File: src/rtl/core/mbsp_pkg.sv
package mbsp_pkg;

    // Field widths of the byte stream and of the decoded events.
    localparam int unsigned ByteW  = 8;
    localparam int unsigned CodeW  = 5;
    localparam int unsigned ChanW  = 4;
    localparam int unsigned NeedW  = 2;
    localparam int unsigned NibW   = 4;

    // Status byte high nibbles.
    localparam logic [NibW-1:0] NibChanFirst = 4'h8;
    localparam logic [NibW-1:0] NibChanLast  = 4'hE;
    localparam logic [NibW-1:0] NibProgram   = 4'hC;
    localparam logic [NibW-1:0] NibPressure  = 4'hD;
    localparam logic [NibW-1:0] NibSystem    = 4'hF;

    // System message low nibbles.
    localparam logic [NibW-1:0] SysTimeCode  = 4'h1;
    localparam logic [NibW-1:0] SysSongPos   = 4'h2;
    localparam logic [NibW-1:0] SysSongSel   = 4'h3;
    localparam logic [NibW-1:0] SysTune      = 4'h6;
    localparam logic [NibW-1:0] SysClock     = 4'h8;
    localparam logic [NibW-1:0] SysStart     = 4'hA;
    localparam logic [NibW-1:0] SysContinue  = 4'hB;
    localparam logic [NibW-1:0] SysStop      = 4'hC;
    localparam logic [NibW-1:0] SysSensing   = 4'hE;
    localparam logic [NibW-1:0] SysReset     = 4'hF;

    // Event codes of system messages.
    localparam logic [CodeW-1:0] EvTimeCode  = 5'd7;
    localparam logic [CodeW-1:0] EvSongPos   = 5'd8;
    localparam logic [CodeW-1:0] EvSongSel   = 5'd9;
    localparam logic [CodeW-1:0] EvTune      = 5'd10;
    localparam logic [CodeW-1:0] EvClock     = 5'd12;
    localparam logic [CodeW-1:0] EvStart     = 5'd13;
    localparam logic [CodeW-1:0] EvContinue  = 5'd14;
    localparam logic [CodeW-1:0] EvStop      = 5'd15;
    localparam logic [CodeW-1:0] EvSensing   = 5'd16;
    localparam logic [CodeW-1:0] EvReset     = 5'd17;

    // Data byte counts a message needs.
    localparam logic [NeedW-1:0] NeedNone = 2'd0;
    localparam logic [NeedW-1:0] NeedOne  = 2'd1;
    localparam logic [NeedW-1:0] NeedTwo  = 2'd2;

    // Result of decoding one byte as a status byte.
    typedef struct packed {
        logic             known;
        logic [CodeW-1:0] code;
        logic [ChanW-1:0] chan;
        logic [NeedW-1:0] need;
    } t_status_info;

    // One decoded event.
    typedef struct packed {
        logic [CodeW-1:0] event_code;
        logic [ChanW-1:0] channel;
        logic [ByteW-1:0] data_lo;
        logic [ByteW-1:0] data_hi;
    } t_event;

endpackage

File: src/rtl/core/mbsp_byte_if.sv
interface mbsp_byte_if;
    logic                        valid;
    logic                        ready;
    logic [mbsp_pkg::ByteW-1:0]  midi_byte;

    modport source (output valid, output midi_byte, input ready);
    modport sink   (input valid, input midi_byte, output ready);
endinterface

File: src/rtl/core/mbsp_event_if.sv
interface mbsp_event_if;
    logic                        valid;
    logic                        ready;
    logic [mbsp_pkg::CodeW-1:0]  event_code;
    logic [mbsp_pkg::ChanW-1:0]  channel;
    logic [mbsp_pkg::ByteW-1:0]  data_lo;
    logic [mbsp_pkg::ByteW-1:0]  data_hi;

    modport source (output valid, output event_code, output channel,
                    output data_lo, output data_hi, input ready);
    modport sink   (input valid, input event_code, input channel,
                    input data_lo, input data_hi, output ready);
endinterface

File: src/rtl/core/mbsp_status_decode.sv
module mbsp_status_decode (
    input  logic [mbsp_pkg::ByteW-1:0] i_byte,
    output mbsp_pkg::t_status_info     o_info
);

    logic [mbsp_pkg::NibW-1:0] hi_nib;
    logic [mbsp_pkg::NibW-1:0] lo_nib;

    assign hi_nib = i_byte[mbsp_pkg::ByteW-1 -: mbsp_pkg::NibW];
    assign lo_nib = i_byte[mbsp_pkg::NibW-1:0];

    // Channel messages carry their channel; system messages decode the low nibble.
    always_comb begin
        o_info       = '0;
        o_info.known = 1'b0;
        if (hi_nib >= mbsp_pkg::NibChanFirst && hi_nib <= mbsp_pkg::NibChanLast) begin
            o_info.known = 1'b1;
            o_info.code  = {2'b00, hi_nib[2:0]};
            o_info.chan  = lo_nib;
            if (hi_nib == mbsp_pkg::NibProgram || hi_nib == mbsp_pkg::NibPressure) begin
                o_info.need = mbsp_pkg::NeedOne;
            end else begin
                o_info.need = mbsp_pkg::NeedTwo;
            end
        end else if (hi_nib == mbsp_pkg::NibSystem) begin
            o_info.known = 1'b1;
            unique case (lo_nib)
                mbsp_pkg::SysTimeCode: begin
                    o_info.code = mbsp_pkg::EvTimeCode;
                    o_info.need = mbsp_pkg::NeedOne;
                end
                mbsp_pkg::SysSongPos: begin
                    o_info.code = mbsp_pkg::EvSongPos;
                    o_info.need = mbsp_pkg::NeedTwo;
                end
                mbsp_pkg::SysSongSel: begin
                    o_info.code = mbsp_pkg::EvSongSel;
                    o_info.need = mbsp_pkg::NeedOne;
                end
                mbsp_pkg::SysTune:     o_info.code = mbsp_pkg::EvTune;
                mbsp_pkg::SysClock:    o_info.code = mbsp_pkg::EvClock;
                mbsp_pkg::SysStart:    o_info.code = mbsp_pkg::EvStart;
                mbsp_pkg::SysContinue: o_info.code = mbsp_pkg::EvContinue;
                mbsp_pkg::SysStop:     o_info.code = mbsp_pkg::EvStop;
                mbsp_pkg::SysSensing:  o_info.code = mbsp_pkg::EvSensing;
                mbsp_pkg::SysReset:    o_info.code = mbsp_pkg::EvReset;
                default:               o_info.known = 1'b0;
            endcase
        end
    end

endmodule

File: src/rtl/core/mbsp_parse_core.sv
module mbsp_parse_core (
    input  logic                       i_clk,
    input  logic                       i_rst_n,
    input  logic                       i_go,
    input  logic [mbsp_pkg::ByteW-1:0] i_byte,
    input  mbsp_pkg::t_status_info     i_info,
    output logic                       o_emit,
    output mbsp_pkg::t_event           o_event
);

    logic [mbsp_pkg::NeedW-1:0] r_need;
    logic [mbsp_pkg::NeedW-1:0] n_need;
    logic                       r_taken;
    logic                       n_taken;
    logic [mbsp_pkg::CodeW-1:0] r_code;
    logic [mbsp_pkg::CodeW-1:0] n_code;
    logic [mbsp_pkg::ChanW-1:0] r_chan;
    logic [mbsp_pkg::ChanW-1:0] n_chan;
    logic [mbsp_pkg::ByteW-1:0] r_first;
    logic [mbsp_pkg::ByteW-1:0] n_first;

    // Message assembly: status byte, then zero, one or two data bytes of any value.
    always_comb begin
        n_need  = r_need;
        n_taken = r_taken;
        n_code  = r_code;
        n_chan  = r_chan;
        n_first = r_first;
        o_emit  = 1'b0;
        o_event = '0;
        if (r_need == mbsp_pkg::NeedNone) begin
            if (i_info.known) begin
                if (i_info.need == mbsp_pkg::NeedNone) begin
                    o_emit             = 1'b1;
                    o_event.event_code = i_info.code;
                end else begin
                    n_need  = i_info.need;
                    n_taken = 1'b0;
                    n_code  = i_info.code;
                    n_chan  = i_info.chan;
                end
            end
        end else if (r_need[1] && !r_taken) begin
            n_first = i_byte;
            n_taken = 1'b1;
        end else begin
            o_emit             = 1'b1;
            o_event.event_code = r_code;
            o_event.channel    = r_chan;
            if (r_need == mbsp_pkg::NeedOne) begin
                o_event.data_lo = i_byte;
            end else begin
                o_event.data_lo = r_first;
                o_event.data_hi = i_byte;
            end
            n_need  = mbsp_pkg::NeedNone;
            n_taken = 1'b0;
        end
    end

    // Parser state advances only when a byte is processed.
    always_ff @(posedge i_clk) begin
        if (!i_rst_n) begin
            r_need  <= mbsp_pkg::NeedNone;
            r_taken <= 1'b0;
        end else if (i_go) begin
            r_need  <= n_need;
            r_taken <= n_taken;
        end
    end

    // Pending message fields, only read once written.
    always_ff @(posedge i_clk) begin
        if (i_go) begin
            r_code  <= n_code;
            r_chan  <= n_chan;
            r_first <= n_first;
        end
    end

endmodule

File: src/rtl/core/midi_byte_stream_parser.sv
// Each byte is held in the input register, and the event that it completes is held in the output register.
// Throughput: one byte per cycle while the event sink keeps ready high; the single
// input register and the single output register set this figure.
// Reset (synchronous, active low) empties both registers and returns the parser
// to waiting for a status byte.
module midi_byte_stream_parser (
    input  logic          i_clk,
    input  logic          i_rst_n,
    mbsp_byte_if.sink     i_byte,
    mbsp_event_if.source  o_event
);

    logic                       r_in_valid;
    logic [mbsp_pkg::ByteW-1:0] r_in_byte;
    logic                       r_out_valid;
    mbsp_pkg::t_event           r_out_event;
    logic                       out_free;
    logic                       go;
    logic                       emit;
    mbsp_pkg::t_status_info     info;
    mbsp_pkg::t_event           event_nxt;

    // The held byte is processed whenever the output register can take a result.
    assign out_free     = !r_out_valid || o_event.ready;
    assign go           = r_in_valid && out_free;
    assign i_byte.ready = !r_in_valid || out_free;

    // Input register.
    always_ff @(posedge i_clk) begin
        if (!i_rst_n) begin
            r_in_valid <= 1'b0;
        end else if (i_byte.ready) begin
            r_in_valid <= i_byte.valid;
        end
    end

    always_ff @(posedge i_clk) begin
        if (i_byte.ready && i_byte.valid) begin
            r_in_byte <= i_byte.midi_byte;
        end
    end

    mbsp_status_decode u_decode (
        .i_byte (r_in_byte),
        .o_info (info)
    );

    mbsp_parse_core u_core (
        .i_clk   (i_clk),
        .i_rst_n (i_rst_n),
        .i_go    (go),
        .i_byte  (r_in_byte),
        .i_info  (info),
        .o_emit  (emit),
        .o_event (event_nxt)
    );

    // Output register: a new result replaces one taken in the same cycle.
    always_ff @(posedge i_clk) begin
        if (!i_rst_n) begin
            r_out_valid <= 1'b0;
        end else if (go) begin
            r_out_valid <= emit;
        end else if (o_event.ready) begin
            r_out_valid <= 1'b0;
        end
    end

    always_ff @(posedge i_clk) begin
        if (go && emit) begin
            r_out_event <= event_nxt;
        end
    end

    assign o_event.valid      = r_out_valid;
    assign o_event.event_code = r_out_event.event_code;
    assign o_event.channel    = r_out_event.channel;
    assign o_event.data_lo    = r_out_event.data_lo;
    assign o_event.data_hi    = r_out_event.data_hi;

endmodule
File: src/flat_wrapper.sv
// flat-port wrapper written by rule: the top's interface ports become plain ports
module midi_byte_stream_parser_flat 
  (i_clk, i_rst_n, i_byte_valid, i_byte_midi_byte, i_byte_ready, o_event_valid, o_event_event_code, o_event_channel, o_event_data_lo, o_event_data_hi, o_event_ready);
  mbsp_byte_if i_byte_i ();
  mbsp_event_if o_event_i ();
  input  logic i_clk;
  input  logic i_rst_n;
  input wire logic [$bits(i_byte_i.valid)-1:0] i_byte_valid;
  input wire logic [$bits(i_byte_i.midi_byte)-1:0] i_byte_midi_byte;
  output wire logic [$bits(i_byte_i.ready)-1:0] i_byte_ready;
  output wire logic [$bits(o_event_i.valid)-1:0] o_event_valid;
  output wire logic [$bits(o_event_i.event_code)-1:0] o_event_event_code;
  output wire logic [$bits(o_event_i.channel)-1:0] o_event_channel;
  output wire logic [$bits(o_event_i.data_lo)-1:0] o_event_data_lo;
  output wire logic [$bits(o_event_i.data_hi)-1:0] o_event_data_hi;
  input wire logic [$bits(o_event_i.ready)-1:0] o_event_ready;
  assign i_byte_i.valid = i_byte_valid;
  assign i_byte_i.midi_byte = i_byte_midi_byte;
  assign i_byte_ready = i_byte_i.ready;
  assign o_event_valid = o_event_i.valid;
  assign o_event_event_code = o_event_i.event_code;
  assign o_event_channel = o_event_i.channel;
  assign o_event_data_lo = o_event_i.data_lo;
  assign o_event_data_hi = o_event_i.data_hi;
  assign o_event_i.ready = o_event_ready;
  midi_byte_stream_parser u_core (.i_clk(i_clk), .i_rst_n(i_rst_n), .i_byte(i_byte_i), .o_event(o_event_i));
endmodule
File: config.mk
export PLATFORM = sky130hd
export DESIGN_NAME = midi_byte_stream_parser_flat
export DESIGN_NICKNAME = d
export VERILOG_FILES = /design/src/rtl/core/mbsp_pkg.sv /design/src/rtl/core/mbsp_byte_if.sv /design/src/rtl/core/mbsp_event_if.sv /design/src/rtl/core/mbsp_status_decode.sv /design/src/rtl/core/mbsp_parse_core.sv /design/src/rtl/core/midi_byte_stream_parser.sv /design/src/flat_wrapper.sv
export SDC_FILE = /design/constraint.sdc
export NUM_CORES = 1
export LEC_CHECK = 0
export BUFFER_PORTS_ARGS = -buffer_cell sky130_fd_sc_hd__clkbuf_2
export CAP_MARGIN = 25
export CORE_MARGIN = 2
export CORE_UTILIZATION = 30
export CTS_CLUSTER_DIAMETER = 30
export CTS_CLUSTER_SIZE = 8
export DETAILED_ROUTE_END_ITERATION = 10
export HOLD_SLACK_MARGIN = 0.06
export PLACE_DENSITY = 0.46
export SLEW_MARGIN = 10
export SYNTH_ARGS = -nofsm -noshare
export SYNTH_HDL_FRONTEND = slang
export SYNTH_HIERARCHICAL = 1
export SYNTH_SLANG_ARGS = --single-unit
File: constraint.sdc
create_clock -name i_clk -period 4.2 [get_ports i_clk]
set_clock_uncertainty 0.15 [all_clocks]
set_input_delay 0 -clock i_clk [delete_from_list [all_inputs] [get_ports i_clk]]
set_output_delay 0 -clock i_clk [all_outputs]
set_load 0.01 [all_outputs]
==> metrics.md, run 1 <==
| Metric | Value |
|---|---|
| Maximum clock rate | `about 350 MHz` |
| Post-Route WL | `approximately 4600 um` |
| Vias/cell | `4.59` |
| Non-Filler Instances | `320` |
| Router iterations before antenna repair | `4` |
| Synth Area in Compound Gates | `0.109` |
| Post-DP HPWL | `between 3000 and 4000 um` |
| Simple-Gate Fraction of Synth Area | `0.151` |
| Area contributors post-synth | `edfxtp_1, a22o_1, dfxtp_1` |
| Fillers | `740` |
| Cells after Synth | `~170` |
| Top FF cell, synth | `edfxtp_1` |
| Final ANT Viol Nets | `0` |
| Distinct cells, synth | `42` |
| Switching part of the total | `0.222` |
| Gpl congestion | `roughly 0.8` |
| Largest net degree at the start of global routing | `26` |
| ANT cells | `0` |
| Io pins | `39` |
| # rows | `32` |
| Top delay family on crit path | `simple AND/OR/NAND/NOR gates` |
| Die Height | `around 90 um` |
| Largest family of logic cells by synthesized area | `simple AND/OR/NAND/NOR gates` |
| Clock Tree Buf Depth | `2` |
| Area growth syn-to-layout | `20.5%` |
| Vias in the first global route | `roughly 1.4k` |
| Slew HR | `0.484` |
| RSZ-0062 raised after global routing | `false` |
| Pwr per Cell Area | `around 350 nW/um2` |
| Post-cts sizing count | `0` |
| Critical Path AT | `2.93 ns` |
| Post-synth EDFFs | `50` |
| Final setup TNS | `0 ns` |
| Hold path depth | `4` |
| Final Hold Fails | `0` |
| Post-synth top area share | `0.644` |
| Worst r2r dst | `u_core/o_event.valid` |
| Combinational share of power | `0.065` |
| Worst Hold Class | `input pin to flip-flop` |
| CTS Sinks | `55` |
| Worst Hold End | `u_core/u_core/r_need[1]` |
| Mux share of post-synthesis cell area | `0.00429` |
| Min Tclk post-route | `just under 3 ns` |
| Sequential share of power | `0.645` |
| Clk slew on worst S/H paths | `roughly 0.09 ns` |
| Syn Std Cell Area | `approximately 2300 um2` |
| Critical path class | `flip-flop to flip-flop` |
| Avg WL per Cell | `14.4 um` |
| Crit path capture type | `flip-flop` |
| Pre-CTS WS | `between 1 and 1.5 ns` |
| Req. time, crit path | `between 4 and 5 ns` |
| Synth Area in XOR/XNOR | `0.00751` |
| Fin worst setup slack | `roughly 1.3 ns` |
| Core ar. | `~7600 um2` |
| R2R setup slack | `1.31 ns` |
| Total GRT Usage | `0.116` |
| Clock Power Share | `0.289` |
| Hold_sp | `o_event_ready` |
| Initial Utilization | `0.305` |
| Peak VDD IR | `~130 uV` |
| IO Port Bufs | `38` |
| Worst skew pair latency | `0.30 ns` |
| First-pass GRT wire length | `roughly 7400 um` |
| Tcrit/Tclk final | `0.688` |
| Final nets | `229` |
| Post-layout util | `0.367` |
| Worst path slowest cell | `edfxtp_1` |
| Worst-margin pin slew | `about 0.77 ns` |
| Die width | `approximately 92 um` |
| Finish-stage setup viols | `0` |
| Post-synth ARST share | `0` |
| Worst-path cell chain | `nor4b_2, o21ai_1, a21oi_1, nor2_1, and3_1, or2_1, nand2_1, a21boi_1, dlygate4sd3_1` |
| Startpoint types | `flip-flop` |
| Final Max Tran Viols | `0` |
| Number of synthesis warnings | `6` |
| CTS tree | `built` |
| Post-synth top area cell | `edfxtp_1` |
| CP peak stage delay | `~0.63 ns` |
| CTS root buffer | `clkbuf_8` |
| Seq/Total Area, Yosys | `0.687` |
| Post-synth net total | `179` |
| Flops & latches, synth | `55` |
| P_leak | `about 1.1 nW` |
| Psw | `~0.22 mW` |
| Reg-to-reg startpoint | `u_core/r_in_byte[3]` |
| Max_cap viols | `0` |
| DRC violations left | `0` |
| H-tree levels | `2` |
| CP max FO | `15` |
| Initial antenna violation count | `0` |
| Grt total ovfl | `0` |
| Placed cells | `~300` |
| Adder-cell share of the synthesized area | `0` |
| Ratio of cells with drive above 1 in the final layout | `0.248` |
| Path depth of the worst reg2reg path | `9` |
| Die footprint | `approximately 8500 um2` |
| DRT iter0 DRCs | `64` |
| Power Internal | `about 0.76 mW` |
| CTS Buf Count | `5` |
| Vias after detailed routing | `between 1k and 1.5k` |
| Mapped Avg Cell Area | `14.0 um2` |
| Critical path buffer and inverter count | `1` |
| Status | `finished clean` |
[flip-flops by register name, indices dropped and copies added, names as in the netlist]
name	cells
u_core/o_event.data_lo	8
u_core/r_in_valid	1
u_core/r_in_byte	8
u_core/o_event.valid	1
u_core/u_core/r_need	2
u_core/o_event.data_hi	8
u_core/u_core/r_taken	1
u_core/u_core/r_code	5
u_core/u_core/r_first	8
u_core/o_event.event_code	5
u_core/u_core/r_chan	4
u_core/o_event.channel	4
[cells in the final DEF (no fill, tap or decap), types with 2 or more instances in the layout]
cell type      Yosys  layout
edfxtp_1          50      50
clkbuf_2           0      38
dlygate4sd3_1      0      13
a22o_1            13      13
and2_1            10      10
and3_1             9       9
nand2_1            8       8
inv_1              6       6
clkbuf_8           0       5
dfxtp_1            5       5
nor2_1             6       5
nand3_1            5       5
o21ai_0            5       5
a21oi_1            5       5
o21ai_1            3       3
nor2b_1            3       3
nor2_2             1       2
a21boi_1           2       2
buf_4              3       2
or2_1              2       2
and2b_1            2       2
a41oi_1            2       2
a211oi_1           2       2
[how the worst max path moves through the flow]
stage                        start                   endpoint  cells after the start
2_1_floorplan  u_core/r_in_byte[0]  u_core/o_event.channel[0]                      8
3_3_place_gp   u_core/r_in_byte[0]  u_core/o_event.data_lo[0]                      8
3_5_place_dp   u_core/r_in_byte[0]  u_core/o_event.data_lo[1]                      8
4_1_cts        u_core/r_in_byte[3]       u_core/o_event.valid                      9
5_1_grt        u_core/r_in_byte[0]       u_core/o_event.valid                      8
6_report       u_core/r_in_byte[3]       u_core/o_event.valid                      9
[per-stage QoR]
step	total power [mW]	area (um2)	hold WS [ns]
final	0.974	2810	0.146
after global routing	1.02	2810	0.180
after CTS	0.988	2810	0.135
after detailed placement	0.697	2590	0.0286
after global placement	0.696	2590	0.0271
after floorplan	0.674	2330	-0.0511
[cell usage after synthesis, types with 3 or more instances]
library cell   n
a21oi_1        5
inv_1          6
nand2_1        8
dfxtp_1        5
a22o_1        13
nor2_1         6
edfxtp_1      50
buf_6          3
o21ai_1        3
and2_1        10
nor2b_1        3
buf_4          3
and3_1         9
nand3_1        5
o21ai_0        5
[worst reg2reg max path: cells and delay by family (launching register included)]
family	cells	cell delay, ns
AND/OR/NAND/NOR	5	1.05
buffers and inverters	1	0.55
AO/OA/AOI/OAI	3	0.40
flip-flops	1	0.63
[layout make-up]
cell class,count,area (um2),area share
timing repair buffer,53,335,0.119
sequential,55,1600,0.570
tap,102,128,0.0454
multi-input combinational,96,638,0.227
clock inverter,2,12.5,0.00445
inverter,6,22.5,0.00801
clock buffer,6,72.6,0.0258
[layer usage]
metal / track usage / up-vias / share of wire
met5: 0 / - / 0
met2: 0.169 / 43 / 0.44
met4: 0.0485 / 0 / 0.020
li1: - / 722 / -
met3: 0.0271 / 7 / 0.050
met1: 0.167 / 697 / 0.49
[power by group through the flow]
| stage | clock network [mW] | registers [mW] | logic (mW) |
|---|---|---|---|
| 2_1_floorplan | 0 | 0.634 | 0.0404 |
| 3_3_place_gp | 0 | 0.640 | 0.0553 |
| 3_5_place_dp | 0 | 0.641 | 0.0554 |
| 4_1_cts | 0.295 | 0.629 | 0.0644 |
| 5_1_grt | 0.316 | 0.632 | 0.0718 |
| 6_report | 0.282 | 0.629 | 0.0636 |
[timing repair]
| action | in CTS | in global routing |
|---|---|---|
| setup buffers | 0 | 0 |
| hold buffers | 13 | 0 |
| hold endpoints to repair | 21 | 0 |
[kinds of logic after synthesis]
logic type                count (synthesis)
AOI/OAI and AO/OA                        36
and+or+nand+nor                          57
buffers and inverters                    16
xor gates and xnor gates                  2
muxes                                     1
DFF                                      55
Power figures use the tool's default switching activity.
==> run 2: changes to the inputs <==
- clock period: 4.2 -> 2.9 ns (I/O delays scaled with it)
==> metrics.md, run 2 (synthesized netlist as in run 1, its figures left out) <==
| Metric | Value |
|---|---|
| Status | `finished clean` |
| # rows | `32 (unchanged)` |
| Worst Hold Class | `input pin to flip-flop` |
| Final Hold Fails | `0 (unchanged)` |
| Req. time, crit path | `2.94 ns (-1.30 ns)` |
| Pwr per Cell Area | `508 nW/um2 (+47%)` |
| DRT iter0 DRCs | `134 (+110%)` |
| IO Port Bufs | `38 (unchanged)` |
| DRC violations left | `0 (unchanged)` |
| Initial antenna violation count | `0 (unchanged)` |
| R2R setup slack | `0.16 ns (-1.15 ns)` |
| Most frequent cells in the layout | `edfxtp_1, clkbuf_2, buf_4` |
| CTS root buffer | `clkbuf_8` |
| Crit path capture type | `flip-flop` |
| Io pins | `39 (unchanged)` |
| Grt total ovfl | `0 (unchanged)` |
| Placed instance area | `2650 um2 (+1.9%)` |
| Critical path class | `flip-flop to flip-flop` |
| Ratio of cells with drive above 1 in the final layout | `0.305 (+0.0570)` |
| Critical Path AT | `2.78 ns (-0.15 ns)` |
| Area growth syn-to-layout | `27.1%` |
| Die width | `92.2 um (unchanged)` |
| Min Tclk post-route | `2.74 ns (-0.154 ns)` |
| Finish-stage setup viols | `0 (unchanged)` |
| Total GRT Usage | `0.118 (+0.00121)` |
| First-pass GRT wire length | `7730 um (+4.1%)` |
| Avg WL per Cell | `14.2 um (-1.1%)` |
| CP max FO | `7 (-8)` |
| CTS Sinks | `55 (unchanged)` |
| Non-Filler Instances | `335 (+4.7%)` |
| Gpl congestion | `0.832 (+3.5%)` |
| Worst skew pair latency | `0.30 ns (about the same)` |
| Maximum clock rate | `365 MHz (+5.6%)` |
| Largest net degree at the start of global routing | `26 (unchanged)` |
| Die footprint | `8500 um2 (unchanged)` |
| Slew HR | `0.488 (+0.00365)` |
| CTS tree | `built` |
| CTS Buf Count | `5 (unchanged)` |
| Max_cap viols | `0 (unchanged)` |
| Vias in the first global route | `1,515 (+9.2%)` |
| Placed cells | `304 (+1.7%)` |
| Final nets | `245 (+7.0%)` |
| Die Height | `92.2 um (unchanged)` |
| Post-Layout Inst Area | `2970 um2 (+5.5%)` |
| Final setup TNS | `0 ns (unchanged)` |
| Startpoint types | `flip-flop` |
| Post-Route WL | `4760 um (+3.6%)` |
| Post-DP HPWL | `3170 um (+4.4%)` |
| CP peak stage delay | `0.55 ns (-0.08 ns)` |
| Clock Tree Buf Depth | `2 (unchanged)` |
| Tcrit/Tclk final | `0.944 (+0.255)` |
| P_leak | `1.14 nW (+8.6%)` |
| Worst-margin pin slew | `0.766 ns (-0.00421 ns)` |
| Critical path origin | `u_core/r_in_byte[0]` |
| Final ANT Viol Nets | `0 (unchanged)` |
| Initial Utilization | `0.305 (unchanged)` |
| Commonest non-fill, non-tap cell in the layout | `edfxtp_1` |
| Router iterations before antenna repair | `4 (unchanged)` |
| Worst-path cell chain | `buf_4, nor4b_2, o21ai_1, a21oi_2, nor2_1, and3_2, or2_1, nand2_1, a21boi_1, dlygate4sd3_1` |
| Vias/cell | `4.62 (+0.72%)` |
| H-tree levels | `2 (unchanged)` |
| Peak VDD IR | `233 uV (+84%)` |
| Post-layout util | `0.388 (+0.0203)` |
| Final Max Tran Viols | `0 (unchanged)` |
| ANT cells | `0 (unchanged)` |
| Hold_sp | `o_event_ready` |
| Core ar. | `7650 um2 (unchanged)` |
| Reg-to-reg startpoint | `u_core/r_in_byte[0]` |
| Clk slew on worst S/H paths | `0.09 ns (about the same)` |
| Vias after detailed routing | `1,549 (+5.4%)` |
| Total power | `1.51 mW (+55%)` |
| Worst path slowest cell | `dlygate4sd3_1` |
run 2: stage by stage:
stage                     hold WS (ns)  setup slack (ns)
final                            0.144             0.164
after global routing             0.185          -0.00774
after CTS                        0.136            0.0559
after detailed placement        0.0286             0.272
after global placement          0.0273             0.371
after floorplan                -0.0511            0.0148
run 2: area by class of cell:
class	count	area, um2
clock buffer	6	72.6
tap	102	128
sequential	55	1600
inverter	6	22.5
fill	758	4680
multi-input combinational	96	643
clock inverter	1	30.0
timing repair buffer	69	468
run 2: layer usage:
layer	vias to the layer above	part of all wire	global-route usage
met3	5	0.035	0.0271
met5	-	0	0
met1	756	0.49	0.163
met4	0	0.012	0.0373
li1	755	-	-
met2	33	0.47	0.183
run 2: critical path, delay by kind of cell, from the launching register on:
kind / cells / cell delay [ns]
and+or+nand+nor: 5 / 0.86
buffers and inverters: 2 / 0.75
DFF: 1 / 0.48
AOI/OAI and AO/OA: 3 / 0.39
run 2: worst paths after layout:
path	cells after the start	endpoint
hold reg to reg	1	u_core/o_event.channel[0]
hold / removal	4	u_core/u_core/r_need[1]
setup / recovery	10	u_core/o_event.valid
setup reg to reg	10	u_core/o_event.valid
run 2: power by group:
| part | total (mW) | internal [mW] | switching [mW] |
|---|---|---|---|
| Clock | 0.483 | 0.253 | 0.230 |
| Sequential | 0.900 | 0.883 | 0.0172 |
| Combinational | 0.123 | 0.0609 | 0.0623 |
run 2: timing repair:
| action | in CTS | in global routing |
|---|---|---|
| hold endpoints to repair | 21 | 0 |
| gates resized for setup | 0 | 2 |
| hold buffers | 13 | 0 |
| setup endpoints to repair | 0 | 1 |
| setup buffers | 0 | 11 |
